File: config.mk
export PLATFORM = sky130hd
export DESIGN_NAME = timer_prescaler_search
export DESIGN_NICKNAME = d
export VERILOG_FILES = /design/src/sv/tps_pkg.sv /design/src/sv/tps_divider.sv /design/src/sv/tps_search.sv /design/src/sv/timer_prescaler_search.sv
export VERILOG_INCLUDE_DIRS = /design/src /design/src/sv
export SDC_FILE = /design/constraint.sdc
export NUM_CORES = 1
export LEC_CHECK = 0
export BUFFER_PORTS_ARGS = -buffer_cell sky130_fd_sc_hd__buf_2
export CAP_MARGIN = 15
export CORE_UTILIZATION = 38
export CTS_CLUSTER_DIAMETER = 40
export DETAILED_ROUTE_END_ITERATION = 7
export MAX_ROUTING_LAYER = met4
export PLACE_DENSITY = 0.66
export SYNTH_ARGS = -nofsm -noshare
export SYNTH_HDL_FRONTEND = slang
export SYNTH_SLANG_ARGS = --single-unit
File: constraint.sdc
create_clock -name clk -period 6.84 [get_ports clk]
set_clock_uncertainty 0.1 [all_clocks]
set_input_delay 1.368 -clock clk [delete_from_list [all_inputs] [get_ports clk]]
set_output_delay 1.368 -clock clk [all_outputs]
set_load 0.05 [all_outputs]
File: src/sv/assert_macros.svh
// assertion macros shared by the prescaler search modules
// no dependencies; the bodies are empty when SYNTHESIS is defined
`ifndef ASSERT_MACROS_SVH
`define ASSERT_MACROS_SVH
`ifndef SYNTHESIS
`define TPS_ASSERT(label, clk, rst_n, prop) \
	label: assert property (@(posedge clk) disable iff (!rst_n) (prop)) \
		else $error("assertion failed");
`define TPS_ASSERT_IMPL(label, clk, rst_n, ante, cons) \
	label: assert property (@(posedge clk) disable iff (!rst_n) (ante) |-> (cons)) \
		else $error("implication failed");
`define TPS_ASSERT_NEXT(label, clk, rst_n, ante, cons) \
	label: assert property (@(posedge clk) disable iff (!rst_n) (ante) |=> (cons)) \
		else $error("next-cycle implication failed");
`else
`define TPS_ASSERT(label, clk, rst_n, prop)
`define TPS_ASSERT_IMPL(label, clk, rst_n, ante, cons)
`define TPS_ASSERT_NEXT(label, clk, rst_n, ante, cons)
`endif
`endif

File: src/sv/tps_pkg.sv
// types, constants and the prescaler table for the prescaler search
// no dependencies
package tps_pkg;

	localparam int TARGET_W  = 16;
	localparam int SEL_W     = 3;
	localparam int RELOAD_W  = 8;
	localparam int RATE_W    = 20;
	localparam int DIV_STEPS = RATE_W;
	localparam int CNT_W     = $clog2(DIV_STEPS);

	localparam int TIMER_CLOCK = 2457600;

	localparam logic [SEL_W-1:0] SEL_FIRST = 3'd7;
	localparam logic [SEL_W-1:0] SEL_LAST  = 3'd1;

	typedef enum logic [1:0] {
		ST_IDLE,
		ST_DIV,
		ST_EVAL,
		ST_FIN
	} state_t;

	typedef struct packed {
		logic busy;
		logic done;
	} div_stat_t;

	function automatic logic [RATE_W-1:0] prescaled_clock(input logic [SEL_W-1:0] sel);
		logic [RATE_W-1:0] r;
		unique case (sel)
			3'd1: r = RATE_W'(TIMER_CLOCK / 4);
			3'd2: r = RATE_W'(TIMER_CLOCK / 10);
			3'd3: r = RATE_W'(TIMER_CLOCK / 16);
			3'd4: r = RATE_W'(TIMER_CLOCK / 50);
			3'd5: r = RATE_W'(TIMER_CLOCK / 64);
			3'd6: r = RATE_W'(TIMER_CLOCK / 100);
			3'd7: r = RATE_W'(TIMER_CLOCK / 200);
			default: r = '0;
		endcase
		return r;
	endfunction

endpackage

File: src/sv/tps_divider.sv
// bit-serial restoring divider: one quotient bit per cycle
// depends on tps_pkg and assert_macros.svh
`include "assert_macros.svh"

module tps_divider import tps_pkg::*; (
	input  logic                clk,
	input  logic                arst_n,
	input  logic                start,
	input  logic [RATE_W-1:0]   dividend,
	input  logic [RELOAD_W-1:0] divisor,
	output div_stat_t           stat,
	output logic [RATE_W-1:0]   quotient
);

	logic                busy_q;
	logic                done_q;
	logic [CNT_W-1:0]    cnt_q;
	logic [RATE_W-1:0]   sr_q;
	logic [RELOAD_W-1:0] rem_q;
	logic [RELOAD_W-1:0] dvs_q;
	logic [RELOAD_W:0]   trial;
	logic [RELOAD_W:0]   diff;
	logic                qbit;

	assign trial = {rem_q, sr_q[RATE_W-1]};
	assign diff  = trial - {1'b0, dvs_q};
	assign qbit  = (trial >= {1'b0, dvs_q});

	always_ff @(posedge clk or negedge arst_n) begin
		if (!arst_n) begin
			busy_q <= 1'b0;
			done_q <= 1'b0;
			cnt_q  <= '0;
		end else begin
			done_q <= 1'b0;
			if (start) begin
				busy_q <= 1'b1;
				cnt_q  <= '0;
			end else if (busy_q) begin
				if (cnt_q == CNT_W'(DIV_STEPS - 1)) begin
					busy_q <= 1'b0;
					done_q <= 1'b1;
				end
				cnt_q <= cnt_q + 1'b1;
			end
		end
	end

	always_ff @(posedge clk) begin
		if (start) begin
			sr_q  <= dividend;
			rem_q <= '0;
			dvs_q <= divisor;
		end else if (busy_q) begin
			sr_q  <= {sr_q[RATE_W-2:0], qbit};
			rem_q <= qbit ? diff[RELOAD_W-1:0] : trial[RELOAD_W-1:0];
		end
	end

	assign stat.busy = busy_q;
	assign stat.done = done_q;
	assign quotient  = sr_q;

	`TPS_ASSERT(a_done_not_busy, clk, arst_n, !(done_q && busy_q))
	`TPS_ASSERT_IMPL(a_no_restart, clk, arst_n, busy_q, !start)
	`TPS_ASSERT_NEXT(a_done_follows, clk, arst_n, busy_q && !start && (cnt_q == CNT_W'(DIV_STEPS - 1)), done_q)

endmodule

File: src/sv/tps_search.sv
// search sequencer: walks prescalers and reloads and keeps the closest pair
// depends on tps_pkg, tps_divider and assert_macros.svh
`include "assert_macros.svh"

module tps_search import tps_pkg::*; #(
	parameter int RELOAD_MAX = 255
) (
	input  logic                clk,
	input  logic                arst_n,
	input  logic                go,
	input  logic [TARGET_W-1:0] target,
	input  logic                slot_free,
	output logic                idle,
	output logic                finish,
	output logic [SEL_W-1:0]    best_sel,
	output logic [RELOAD_W-1:0] best_reload,
	output logic [RATE_W-1:0]   best_rate
);

	state_t              state_q, state_d;
	logic [TARGET_W-1:0] target_q;
	logic [SEL_W-1:0]    sel_q;
	logic [RELOAD_W-1:0] reload_q;
	logic [RATE_W-1:0]   best_dist_q;
	logic [SEL_W-1:0]    best_sel_q;
	logic [RELOAD_W-1:0] best_reload_q;
	logic [RATE_W-1:0]   best_rate_q;

	logic                div_start;
	div_stat_t           div_stat;
	logic [RATE_W-1:0]   rate;
	logic [RATE_W-1:0]   tgt_ext;
	logic                rate_lt;
	logic [RATE_W-1:0]   cand_dist;
	logic                better;
	logic                scan_end;
	logic                init_search;
	logic                next_reload;
	logic                next_sel;

	tps_divider u_div (
		.clk      (clk),
		.arst_n   (arst_n),
		.start    (div_start),
		.dividend (prescaled_clock(init_search ? SEL_FIRST : (next_sel ? sel_q - 1'b1 : sel_q))),
		.divisor  (init_search || next_sel ? RELOAD_W'(1) : reload_q + 1'b1),
		.stat     (div_stat),
		.quotient (rate)
	);

	assign tgt_ext   = RATE_W'(target_q);
	assign rate_lt   = rate < tgt_ext;
	assign cand_dist = rate_lt ? tgt_ext - rate : rate - tgt_ext;
	// cand_dist never reaches all ones, so the all-ones start value loses every compare
	assign better    = cand_dist < best_dist_q;
	assign scan_end  = rate_lt || (reload_q == RELOAD_W'(RELOAD_MAX));

	always_comb begin
		state_d = state_q;
		unique case (state_q)
			ST_IDLE: if (go) state_d = ST_DIV;
			ST_DIV:  if (div_stat.done) state_d = ST_EVAL;
			ST_EVAL: begin
				if (scan_end && sel_q == SEL_LAST) state_d = ST_FIN;
				else state_d = ST_DIV;
			end
			ST_FIN:  if (slot_free) state_d = ST_IDLE;
			default: state_d = ST_IDLE;
		endcase
	end

	always_comb begin
		init_search = 1'b0;
		next_reload = 1'b0;
		next_sel    = 1'b0;
		finish      = 1'b0;
		unique case (state_q)
			ST_IDLE: init_search = go;
			ST_DIV:  ;
			ST_EVAL: begin
				next_sel    = scan_end && sel_q != SEL_LAST;
				next_reload = !scan_end;
			end
			ST_FIN:  finish = slot_free;
			default: ;
		endcase
		div_start = init_search || next_sel || next_reload;
	end

	always_ff @(posedge clk or negedge arst_n) begin
		if (!arst_n) state_q <= ST_IDLE;
		else state_q <= state_d;
	end

	always_ff @(posedge clk) begin
		if (init_search) begin
			target_q      <= target;
			sel_q         <= SEL_FIRST;
			reload_q      <= RELOAD_W'(1);
			best_dist_q   <= '1;
			best_sel_q    <= SEL_LAST;
			best_reload_q <= RELOAD_W'(1);
			best_rate_q   <= '0;
		end else if (state_q == ST_EVAL) begin
			if (better) begin
				best_dist_q   <= cand_dist;
				best_sel_q    <= sel_q;
				best_reload_q <= reload_q;
				best_rate_q   <= rate;
			end
			if (next_sel) begin
				sel_q    <= sel_q - 1'b1;
				reload_q <= RELOAD_W'(1);
			end else if (next_reload) begin
				reload_q <= reload_q + 1'b1;
			end
		end
	end

	assign idle        = (state_q == ST_IDLE);
	assign best_sel    = best_sel_q;
	assign best_reload = best_reload_q;
	assign best_rate   = best_rate_q;

	`TPS_ASSERT_IMPL(a_eval_after_done, clk, arst_n, state_q == ST_EVAL, $past(div_stat.done))
	`TPS_ASSERT_IMPL(a_start_when_free, clk, arst_n, div_start, !div_stat.busy)
	`TPS_ASSERT_IMPL(a_sel_in_range, clk, arst_n, state_q == ST_EVAL, sel_q != '0 && reload_q != '0)

endmodule

File: src/sv/timer_prescaler_search.sv
// top level of the timer prescaler search with the result output register
// depends on tps_pkg, tps_search and tps_divider
// One request carries a target tick rate; the block tries every prescaler from
// index 7 down to 1 and reloads upward from 1, stopping a prescaler's scan at the
// first rate below the target or at RELOAD_MAX, and returns the closest pair and
// its rate. Each candidate goes through a bit-serial divider, whose done strobe
// moves the search on to compare it against the best so far. One request is
// worked on at a time; the next is taken once the result sits in the output
// register.
module timer_prescaler_search import tps_pkg::*; #(
	parameter int RELOAD_MAX = 255
) (
	input  logic                clk,
	input  logic                arst_n,
	input  logic                target_valid,
	output logic                target_stall,
	input  logic [TARGET_W-1:0] target_rate,
	output logic                result_valid,
	input  logic                result_stall,
	output logic [SEL_W-1:0]    prescale_select,
	output logic [RELOAD_W-1:0] reload_value,
	output logic [RATE_W-1:0]   achieved_rate
);

	logic                idle;
	logic                finish;
	logic                slot_free;
	logic [SEL_W-1:0]    best_sel;
	logic [RELOAD_W-1:0] best_reload;
	logic [RATE_W-1:0]   best_rate;
	logic                result_valid_q;
	logic [SEL_W-1:0]    sel_q;
	logic [RELOAD_W-1:0] reload_q;
	logic [RATE_W-1:0]   rate_q;

	assign slot_free    = !result_valid_q || !result_stall;
	assign target_stall = !idle;

	tps_search #(
		.RELOAD_MAX (RELOAD_MAX)
	) u_search (
		.clk         (clk),
		.arst_n      (arst_n),
		.go          (target_valid),
		.target      (target_rate),
		.slot_free   (slot_free),
		.idle        (idle),
		.finish      (finish),
		.best_sel    (best_sel),
		.best_reload (best_reload),
		.best_rate   (best_rate)
	);

	always_ff @(posedge clk or negedge arst_n) begin
		if (!arst_n) result_valid_q <= 1'b0;
		else if (finish) result_valid_q <= 1'b1;
		else if (!result_stall) result_valid_q <= 1'b0;
	end

	always_ff @(posedge clk) begin
		if (finish) begin
			sel_q    <= best_sel;
			reload_q <= best_reload;
			rate_q   <= best_rate;
		end
	end

	assign result_valid    = result_valid_q;
	assign prescale_select = sel_q;
	assign reload_value    = reload_q;
	assign achieved_rate   = rate_q;

endmodule

==> out/qor.yml, run 1 <==
drt-met1-wl_mm: 9.251
cts_tree: "done"
first_global_vias: 6387
regArea_um2: 3904
path_max_fanout: 33
status: "finished with violations"
cts_made_buffers: 17
crit_top_cell: "inv_1"
wire_per_inst_um: 15.85
grt_max_degree: 63
route.met3.wl_um: 790
leakagePower_uw: 0.004642
final_nets: 1012
dr.pass1.iters: 7
post-route-period-util_pct: 79.90
drt_drc_violations_left: 1
drt_iter0_drc: 493
gp_congestion: 0.8667
cpLargestDelayFamily: "simple AND/OR/NAND/NOR gates"
grtUsageTotal_pct: 17.97
tightest_slew_ns: 1.107
fp-row-count: 54
ios: 53
ys.flop_type: "edfxtp_1"
power_density_nw_per_um2: 205.4
grt_pass1_wl_mm: 32.42
ctsHoldBuffers: 0
cts_sinks: 155
vias: 6500
critPathBufInv: 5
ant_nets: 0
ys_seq_area_share_pct: 45.56
antenna_found_initial: 0
synth_edf_count: 75
die_h_um: 152.2
cts-root-buf: "clkbuf_16"
grt_setup_unrepaired: "false"
worstPathRequired_ns: 7.05
area_delta_synth_final_pct: 12.81
cts-htree-levels: 4
ys_ff_latch: 155
path_class: "reg -> reg"
hpwlAfterDp_mm: 13.86
clock_path_buffers: 2
fin_setup_tns_ns: 0
place_ws_ns: 1.434
routed.top_layer: "met4"
crit_path_start_kind: "register"
final-setup-viol-count: 0
synth.net_count: 979
end_kind: "register"
layout_setup_ws_ns: 1.375
multi_input_area_um2: 4115
vdd_drop_max_mv: 0.1575
start_util_pct: 39.02
whs_ns: 0.3282
clock_latency_ns: 0.43
io_buffers: 52
violations: "design-rule violations"
slew_viol_final: 0
worstPathArrival_ns: 5.67
post-route-min-period_ns: 5.465
syn_inst: 893
ctsResizeCount: 0
fp.dieArea_um2: 23150
netlist_area_um2: 8568
drive_above_1_share_pct: 12.89
num-fill-cells: 2100
post-route-util_pct: 44.02
post-cts-setup-buffer-count: 0
vias_per_cell: 5.332
core_area_um2: 21960
syn_avg_cell_area_um2: 9.595
grt.overflow.total: 0
clk_pin_slew_worst_paths_ns: 0.06
die_w_um: 152.2
yosys_warnings: 0
min_path_type: "reg -> reg"
wl_met2_mm: 8.970
worst_path_largest_cell_delay_ns: 0.44
diodes: 0
finalHoldViolations: 0
crit_path_top_delay_cell: "fa_1"
maxCapViolCount: 0
synth_cell_type_count: 71
async_flop_share_pct: 6.452
path_cells: "inv_1, ha_1, inv_1, fa_1, a211oi_4, nor3_2, o311a_4, or3_4, nor2_8, mux2i_1, xor2_1, inv_1, ha_1, and4_1, o21ai_0, o211ai_1, a21oi_2, buf_4, nor2_4, buf_4, mux2_2"
wl_mm: 19.32
max_freq_mhz: 183.0
slew_headroom_pct: 26.03
-- layout by cell type (no fill, tap or decap), types with 12 or more instances in the layout --
cell,Yosys,routed
inv_1,85,84
nand2_1,81,81
edfxtp_1,75,75
a21oi_1,72,70
dfxtp_1,70,70
o21ai_0,64,64
ha_1,63,63
nor2_1,59,59
buf_2,13,52
a21o_1,24,24
xnor2_1,22,22
mux2i_1,20,20
nand3_1,19,19
clkbuf_16,0,19
o211ai_1,18,18
and3_1,14,14
xor2_1,13,13
nor3_1,12,12
-- sequential cells by signal (all words and copies together), names as in the netlist --
name                     flops
u_search.best_rate          20
u_search.state_q             2
result_valid                 1
u_search.u_div.rem_q         8
u_search.best_reload         8
u_search.u_div.quotient     20
u_search.u_div.dvs_q         8
u_search.u_div.cnt_q         5
u_search.u_div.done_q        1
u_search.sel_q               3
achieved_rate               20
reload_value                 8
u_search.target_q           16
prescale_select              3
u_search.reload_q            8
u_search.u_div.busy_q        1
u_search.best_sel            3
u_search.best_dist_q        20
-- cell usage after synthesis, drive strengths merged (2+ instances only) --
library cell   n  area share (%)
inv           86             3.8
nand2         81             3.5
edfxtp        75              26
a21oi         73             4.3
dfxtp         70              16
o21ai         65             3.8
ha            63             9.2
nor2          62             3.0
clkbuf        27             1.2
a21o          25             2.2
xnor2         22             2.2
buf           21             1.7
mux2i         20             2.3
nand3         19             1.1
o211ai        18             1.6
and3          14             1.0
nor3          14             1.0
xor2          13             1.3
a211oi        11             1.1
dfrtp         10             2.9
nand4         10            0.73
nor2b          8            0.58
nand2b         7            0.51
nand3b         7            0.61
a31oi          6            0.44
and2           6            0.44
mux2           6            0.83
a31o           4            0.41
a32oi          4            0.41
o22ai          4            0.29
a2111oi        3            0.31
fa             3            0.70
nor3b          3            0.26
o21a           3            0.26
o31ai          3            0.32
or3            3            0.28
a21boi         2            0.18
a221o          2            0.23
a41oi          2            0.20
nor4           2            0.15
or2            2            0.15
or3b           2            0.20
-- worst reg2reg max path: stages, from the launching register on --
cell and delay (ns):
edfxtp_1 0.43, inv_1 0.10, ha_1 0.16, inv_1 0.06
fa_1 0.44, a211oi_4 0.26, nor3_2 0.09, o311a_4 0.33
or3_4 0.38, nor2_8 0.26, mux2i_1 0.25, xor2_1 0.21
inv_1 0.07, ha_1 0.29, and4_1 0.19, o21ai_0 0.08
o211ai_1 0.19, a21oi_2 0.07, buf_4 0.23, nor2_4 0.41
buf_4 0.37, mux2_2 0.36
-- cell families after synthesis --
logic type	after synthesis	share of synthesized area, %
flip-flops	155	45.56
XOR/XNOR	35	3.578
multiplexers	26	3.169
AND/OR/NAND/NOR	241	13.73
buffers and inverters	134	6.644
AO/OA/AOI/OAI	236	17.42
adder cells (fa/ha/maj)	66	9.901
-- report_power, final --
part | internal [uW] | total, uW | switching [uW]
registers | 966 | 966 | 0.0000000000000306
clock network | 625 | 1010 | 388
logic | 3.76 | 6.64 | 2.88
total | 1590 | 1980 | 390
-- final cells by class --
cell class              instances  area share (%)
clock buffers                  22           5.036
multi-input cells             604           42.58
repair buffers                 62           3.469
well taps                     280           3.625
inverters                      86           3.340
flip-flops and latches        155           40.39
clock inverters                10           1.566
-- per-layer routing --
layer  vias to the layer above  global-route usage (%)
li1                       3219                       -
met1                      3099                   23.33
met2                       159                   28.31
met3                        23                   3.441
met4                         0                   5.588
met5                         -                       -
-- through the flow --
step | area [um2] | cells | power, uW
after floorplan | 8568 | 893 | 986.1
after global placement | 9027 | 1187 | 992.8
after detailed placement | 9027 | 1187 | 993.0
after CTS | 9666 | 1219 | 2005
after global routing | 9666 | 1219 | 2039
final | 9666 | 1219 | 1985
-- worst paths after layout --
path / start / to / slack, ns / cells past startpoint
worst min register to register: u_search.best_sel[2] / prescale_select[2] / 0.33 / 0
max in group asynchronous: arst_n / u_search.u_div.cnt_q[1] / 5.75 / 1
min in group asynchronous: arst_n / u_search.state_q[0] / 0.69 / 1
worst min-delay path: u_search.best_sel[2] / prescale_select[2] / 0.33 / 0
worst max-delay path: u_search.u_div.quotient[0] / u_search.best_dist_q[11] / 1.37 / 21
worst max register to register: u_search.u_div.quotient[0] / u_search.best_dist_q[11] / 1.37 / 21
No activity file was read; power rests on OpenSTA's default activity.
==> inputs of run 2 (changes only) <==
==> constraint.sdc (replaced) <==
create_clock -name clk -period 5.3 [get_ports clk]
set_clock_uncertainty 0.1 [all_clocks]
set_input_delay 1.06 -clock clk [delete_from_list [all_inputs] [get_ports clk]]
set_output_delay 1.06 -clock clk [all_outputs]
set_load 0.05 [all_outputs]
==> run 2 against run 1 <==
Net effect: critical path type unchanged; largest cell class unchanged; the flow still finishes with violations (design-rule violations); register-to-register slack got worse by 1.1 ns; critical path depth decreased by 1; via count increased by 0.45%; critical endpoint is now u_search.best_dist_q[13]; highest routed layer unchanged; clock-buffer cell count down 3.
==> out/qor.yml, run 2 (synthesized netlist as in run 1, its figures left out) <==
status: "finished with violations"
violations: "design-rule violations"
stdcell_area_um2: 9736  # +0.72%
wl_mm: 19.33  # about the same
fp.dieArea_um2: 23150  # unchanged
finalHoldViolations: 0  # unchanged
post-route-min-period_ns: 5.010  # -0.4554 ns
vias_per_cell: 5.282  # -0.94%
path_class: "reg -> reg"
hpwlAfterDp_mm: 14.27  # +3.0%
post-route-period-util_pct: 94.53  # +15 points
end_kind: "register"
worstPathArrival_ns: 5.23  # -0.44 ns
grt_pass1_wl_mm: 32.21  # -0.66%
fin_setup_tns_ns: 0  # unchanged
tightest_slew_ns: 1.122  # +0.01484 ns
diodes: 0  # unchanged
cts-root-buf: "clkbuf_16"
p_clk_share_pct: 48.7  # -2.3 points
post-route-util_pct: 44.34  # +0.32 points
layout_setup_ws_ns: 0.2901  # -1.085 ns
grt_setup_unrepaired: "false"
min_path_type: "reg -> reg"
slew_headroom_pct: 25.04  # -0.99 points
io_buffers: 52  # unchanged
grt.overflow.total: 0  # unchanged
start_util_pct: 39.02  # unchanged
power.switching_uw: 524.7  # +34%
crit_top_cell: "inv_1"
leakagePower_uw: 0.004709  # +1.4%
vdd_drop_max_mv: 0.2105  # +34%
drt_drc_violations_left: 1  # unchanged
seq_power_share_pct: 50.9  # +2.2 points
hold_path_depth: 0  # unchanged
p_int_uw: 1924  # +21%
core_area_um2: 21960  # unchanged
drive_above_1_share_pct: 14.64  # +1.8 points
gp_congestion: 0.8947  # +3.2%
cts_made_buffers: 17  # unchanged
antenna_found_initial: 0  # unchanged
first_global_vias: 6287  # -1.6%
clk_pin_slew_worst_paths_ns: 0.06  # about the same
die_w_um: 152.2  # unchanged
worst_path_largest_cell_delay_ns: 0.44  # about the same
ff2ff_path_depth: 20  # -4.8%
ios: 53  # unchanged
final_nets: 1029  # +1.7%
slew_viol_final: 0  # unchanged
dr.pass1.iters: 7  # unchanged
worstPathRequired_ns: 5.52  # -1.53 ns
maxCapViolCount: 0  # unchanged
crit_path_start_kind: "register"
grt_max_degree: 34  # -46%
cts_sinks: 155  # unchanged
path_max_fanout: 12  # -64%
p_sw_share_pct: 21.43  # +1.8 points
path_cells: "inv_1, ha_1, inv_1, fa_1, a211oi_4, nor3_2, o311a_4, or3_4, a2111oi_0, a31o_2, xor2_1, inv_1, ha_1, and4_1, o21ai_0, o211ai_1, a21oi_2, nor2_4, buf_4, mux2_2"
fp-row-count: 54  # unchanged
p_comb_share_pct: 0.4  # about the same
die_h_um: 152.2  # unchanged
place_ws_ns: 0.2367  # -1.197 ns
cts-htree-levels: 4  # unchanged
final-setup-viol-count: 0  # unchanged
final_common_cell: "inv_1"
ctsHoldBuffers: 0  # unchanged
dpl_cell_area_um2: 9080  # +0.58%
clock_path_buffers: 2  # unchanged
vias: 6529  # +0.45%
power_density_nw_per_um2: 251.5  # +22%
cts_tree: "done"
drt_iter0_drc: 575  # +17%
ant_nets: 0  # unchanged
clock_latency_ns: 0.43  # about the same
area_delta_synth_final_pct: 13.62
grtUsageTotal_pct: 17.87  # -0.10 points
crit_path_top_delay_cell: "fa_1"
whs_ns: 0.3292  # +0.0009810 ns
layout_common_cells: "inv_1 (84), nand2_1 (81), edfxtp_1 (75)"
max_freq_mhz: 199.6  # +9.1%
wire_per_inst_um: 15.64  # -1.3%
==> run 2: cell count changes in the layout (fill, tap and decap cells not counted) <==
cell	delta
buf_4	+15
buf_6	+2
bufinv_16	-2
clkbuf_1	-2
clkbuf_16	-2
inv_4	+2
inv_6	+2
clkbuf_8	+1
clkinv_2	+1
clkinvlp_4	-1
inv_8	+1
==> run 2: power groups by stage <==
stage	logic, uW	registers, uW	clock network, uW
5_1_grt	10.1	1250	1270
3_3_place_gp	9.19	1270	0
2_1_floorplan	0.0114	1270	0
6_report	8.76	1250	1190
4_1_cts	9.22	1250	1220
3_5_place_dp	9.20	1270	0
==> run 2: layout make-up <==
type	instances	area [um2]
multi-input combinational	604	4115
tap	280	350.3
fill	2105	12220
inverter	86	322.8
sequential	155	3904
timing repair buffer	79	470.5
clock inverter	13	130.1
clock buffer	19	442.9
==> run 2: per-layer routing <==
metal	vias to the layer above	global-route usage (%)	part of all wire (%)
met5	-	-	0
li1	3257	-	-
met1	3118	23.11	48
met2	134	28.68	47
met3	20	2.617	3.6
met4	0	5.977	1.4
==> run 2: final timing paths <==
kind | start | end | slack [ns]
worst max-delay path | u_search.u_div.quotient[0] | u_search.best_dist_q[13] | 0.29
worst min-delay path | u_search.best_sel[1] | prescale_select[1] | 0.33
worst max register to register | u_search.u_div.quotient[0] | u_search.best_dist_q[13] | 0.29
worst min register to register | u_search.best_sel[1] | prescale_select[1] | 0.33
max in group asynchronous | arst_n | u_search.u_div.cnt_q[4] | 4.53
min in group asynchronous | arst_n | result_valid | 0.38
==> run 2: through the flow <==
stage               std cells  power, uW
global placement         1194       1282
detailed placement       1194       1282
floorplan                 893       1273
finish                   1236       2448
CTS                      1226       2472
global route             1236       2523
==> run 2: repair_timing <==
action,4_1_cts,5_1_grt
setup endpoints to repair,0,38
setup buffers,0,10
resized for setup,0,2
==> run 2: critical path, delay by kind of cell (launching register included) <==
kind	cells	cell delay, ns
XOR/XNOR	1	0.23
adder cells (fa/ha/maj)	3	0.89
AND/OR/NAND/NOR	4	0.95
AO/OA/AOI/OAI	7	1.53
multiplexers	1	0.33
buffers and inverters	4	0.45
flip-flops	1	0.42
==> inputs of run 3 (changes only) <==
--- a/config.mk
+++ b/config.mk
@@ -8,11 +8,11 @@
 export LEC_CHECK = 0
 export BUFFER_PORTS_ARGS = -buffer_cell sky130_fd_sc_hd__buf_2
 export CAP_MARGIN = 15
-export CORE_UTILIZATION = 38
+export CORE_UTILIZATION = 40
 export CTS_CLUSTER_DIAMETER = 40
 export DETAILED_ROUTE_END_ITERATION = 7
 export MAX_ROUTING_LAYER = met4
-export PLACE_DENSITY = 0.66
+export PLACE_DENSITY = 0.68
 export SYNTH_ARGS = -nofsm -noshare
 export SYNTH_HDL_FRONTEND = slang
 export SYNTH_SLANG_ARGS = --single-unit
==> run 3 against run 2 <==
Net effect: the flow now finishes without violations; worst setup slack improved by 0.074 ns; hold slack about the same; via count decreased by 0.14%; maximum frequency grew 1.5%; die area is 4.9% lower; critical path type unchanged; largest power group unchanged.
==> out/qor.yml, run 3 (synthesized netlist as in run 1, its figures left out) <==
vias: 6520  # -0.14%
layout_common_cells: "inv_1 (84), nand2_1 (81), edfxtp_1 (75)"
fin_setup_tns_ns: 0  # unchanged
wl_mm: 19.12  # -1.1%
leakagePower_uw: 0.004677  # -0.67%
routed.top_layer: "met4"
tightest_slew_ns: 1.084  # -0.03757 ns
max_freq_mhz: 202.6  # +1.5%
final-setup-viol-count: 0  # unchanged
die_h_um: 148.4  # -2.5%
drt-met1-wl_mm: 8.914  # -4.4%
cts-htree-levels: 4  # unchanged
first_global_vias: 6053  # -3.7%
path_max_fanout: 10  # -2
io_buffers: 52  # unchanged
drt_iter0_drc: 602  # +4.7%
start_util_pct: 40.76  # +1.7 points
cts_made_buffers: 17  # unchanged
power_density_nw_per_um2: 252.6  # +0.43%
grt_max_degree: 41  # +21%
drive_above_1_share_pct: 13.71  # -0.93 points
grtUsageTotal_pct: 18.65  # +0.77 points
route.met3.wl_um: 998  # +44%
cts_tree: "done"
drt_drc_violations_left: 0  # -1
path_class: "reg -> reg"
clock_latency_ns: 0.43  # about the same
clk_pin_slew_worst_paths_ns: 0.06  # about the same
worstPathArrival_ns: 5.14  # -0.09 ns
hpwlAfterDp_mm: 13.77  # -3.5%
slew_headroom_pct: 27.71  # +2.7 points
post-route-min-period_ns: 4.936  # -0.07417 ns
gp_congestion: 0.9051  # +1.2%
antenna_found_initial: 1  # +1
ctsHoldBuffers: 0  # unchanged
power_uw: 2452  # +0.17%
ant_nets: 0  # unchanged
clock_path_buffers: 2  # unchanged
die_w_um: 148.4  # -2.5%
end_kind: "register"
wire_per_inst_um: 15.62  # -0.14%
vdd_drop_max_mv: 0.2049  # -2.6%
cts-root-buf: "clkbuf_16"
status: "completed"
fp.dieArea_um2: 22010  # -4.9%
hold_path_depth: 0  # unchanged
slew_viol_final: 0  # unchanged
crit_path_start_kind: "register"
vias_per_cell: 5.327  # +0.84%
grt_setup_unrepaired: "false"
worstPathRequired_ns: 5.51  # about the same
core_area_um2: 21020  # -4.3%
final_common_cell: "inv_1"
post-route-period-util_pct: 93.13  # -1.4 points
fp-row-count: 53  # -1.9%
finalHoldViolations: 0  # unchanged
final_nets: 1021  # -0.78%
cts_sinks: 155  # unchanged
ff2ff_path_depth: 22  # +10%
grt.overflow.total: 0  # unchanged
dr.pass1.iters: 5  # -2
grt_pass1_wl_mm: 31.23  # -3.0%
wl_met2_mm: 8.922  # -1.2%
min_path_type: "reg -> reg"
maxCapViolCount: 0  # unchanged
ios: 53  # unchanged
area_delta_synth_final_pct: 13.33
## run 3: final timing paths
path	from	end	slack (ns)
max	u_search.u_div.quotient[0]	u_search.best_dist_q[15]	0.36
min	u_search.best_rate[3]	achieved_rate[3]	0.33
max reg2reg	u_search.u_div.quotient[0]	u_search.best_dist_q[15]	0.36
min reg2reg	u_search.best_rate[3]	achieved_rate[3]	0.33
max in group asynchronous	arst_n	u_search.u_div.cnt_q[4]	4.52
min in group asynchronous	arst_n	u_search.u_div.busy_q	0.39
## run 3: critical path, cell delays in order, from the launching register on
cell,delay (ns)
edfxtp_1,0.41
inv_1,0.09
ha_1,0.15
inv_1,0.06
fa_1,0.43
a211oi_4,0.25
nor3_2,0.09
o311a_4,0.34
or3_4,0.39
nor2_8,0.19
buf_12,0.15
mux2i_1,0.21
xnor2_1,0.17
inv_1,0.08
ha_1,0.18
a21o_1,0.18
a21o_1,0.17
a21oi_1,0.20
o211ai_1,0.15
a21oi_2,0.15
buf_4,0.17
nor2_2,0.11
a2111o_1,0.43
## run 3: routing by layer
| metal | vias to the layer above | GRT usage (%) |
|---|---|---|
| met1 | 3072 | 24.35 |
| met3 | 30 | 3.742 |
| met4 | 0 | 5.722 |
| li1 | 3240 | - |
| met2 | 178 | 29.08 |
| met5 | - | - |
## run 3: where the power goes
| group | internal, uW | total (uW) | switching (uW) |
|---|---|---|---|
| combinational | 4.84 | 8.41 | 3.57 |
| clock | 715 | 1200 | 482 |
| sequential | 1250 | 1250 | 0.0000000000000412 |
## run 3: repair_timing
action                     in CTS  in global routing
setup endpoints to repair       0                 37
setup buffers                   0                  4
resized for setup               0                  3
## run 3: final cells by class
| class | instances | area (um2) |
|---|---|---|
| clock inverter | 9 | 87.58 |
| inverter | 86 | 322.8 |
| tap | 275 | 344.1 |
| antenna | 1 | 2.502 |
| clock buffer | 23 | 500.5 |
| sequential | 155 | 3904 |
| fill | 1953 | 11310 |
| multi-input combinational | 606 | 4129 |
| timing repair buffer | 69 | 420.4 |
## run 3: through the flow
stage / setup slack, ns / instances / area [um2] / hold WS [ns] / util, %
after global routing: 0.02046 / 1224 / 9711 / 0.3380 / 46.19
after detailed placement: 0.3331 / 1185 / 9056 / 0.3152 / 43.08
after floorplan: 0.4788 / 893 / 8568 / 0.3081 / -
after global placement: 0.3703 / 1185 / 9056 / 0.3145 / 43.08
final: 0.3643 / 1224 / 9711 / 0.3294 / 46.19
after CTS: 0.2759 / 1217 / 9644 / 0.3298 / 45.88
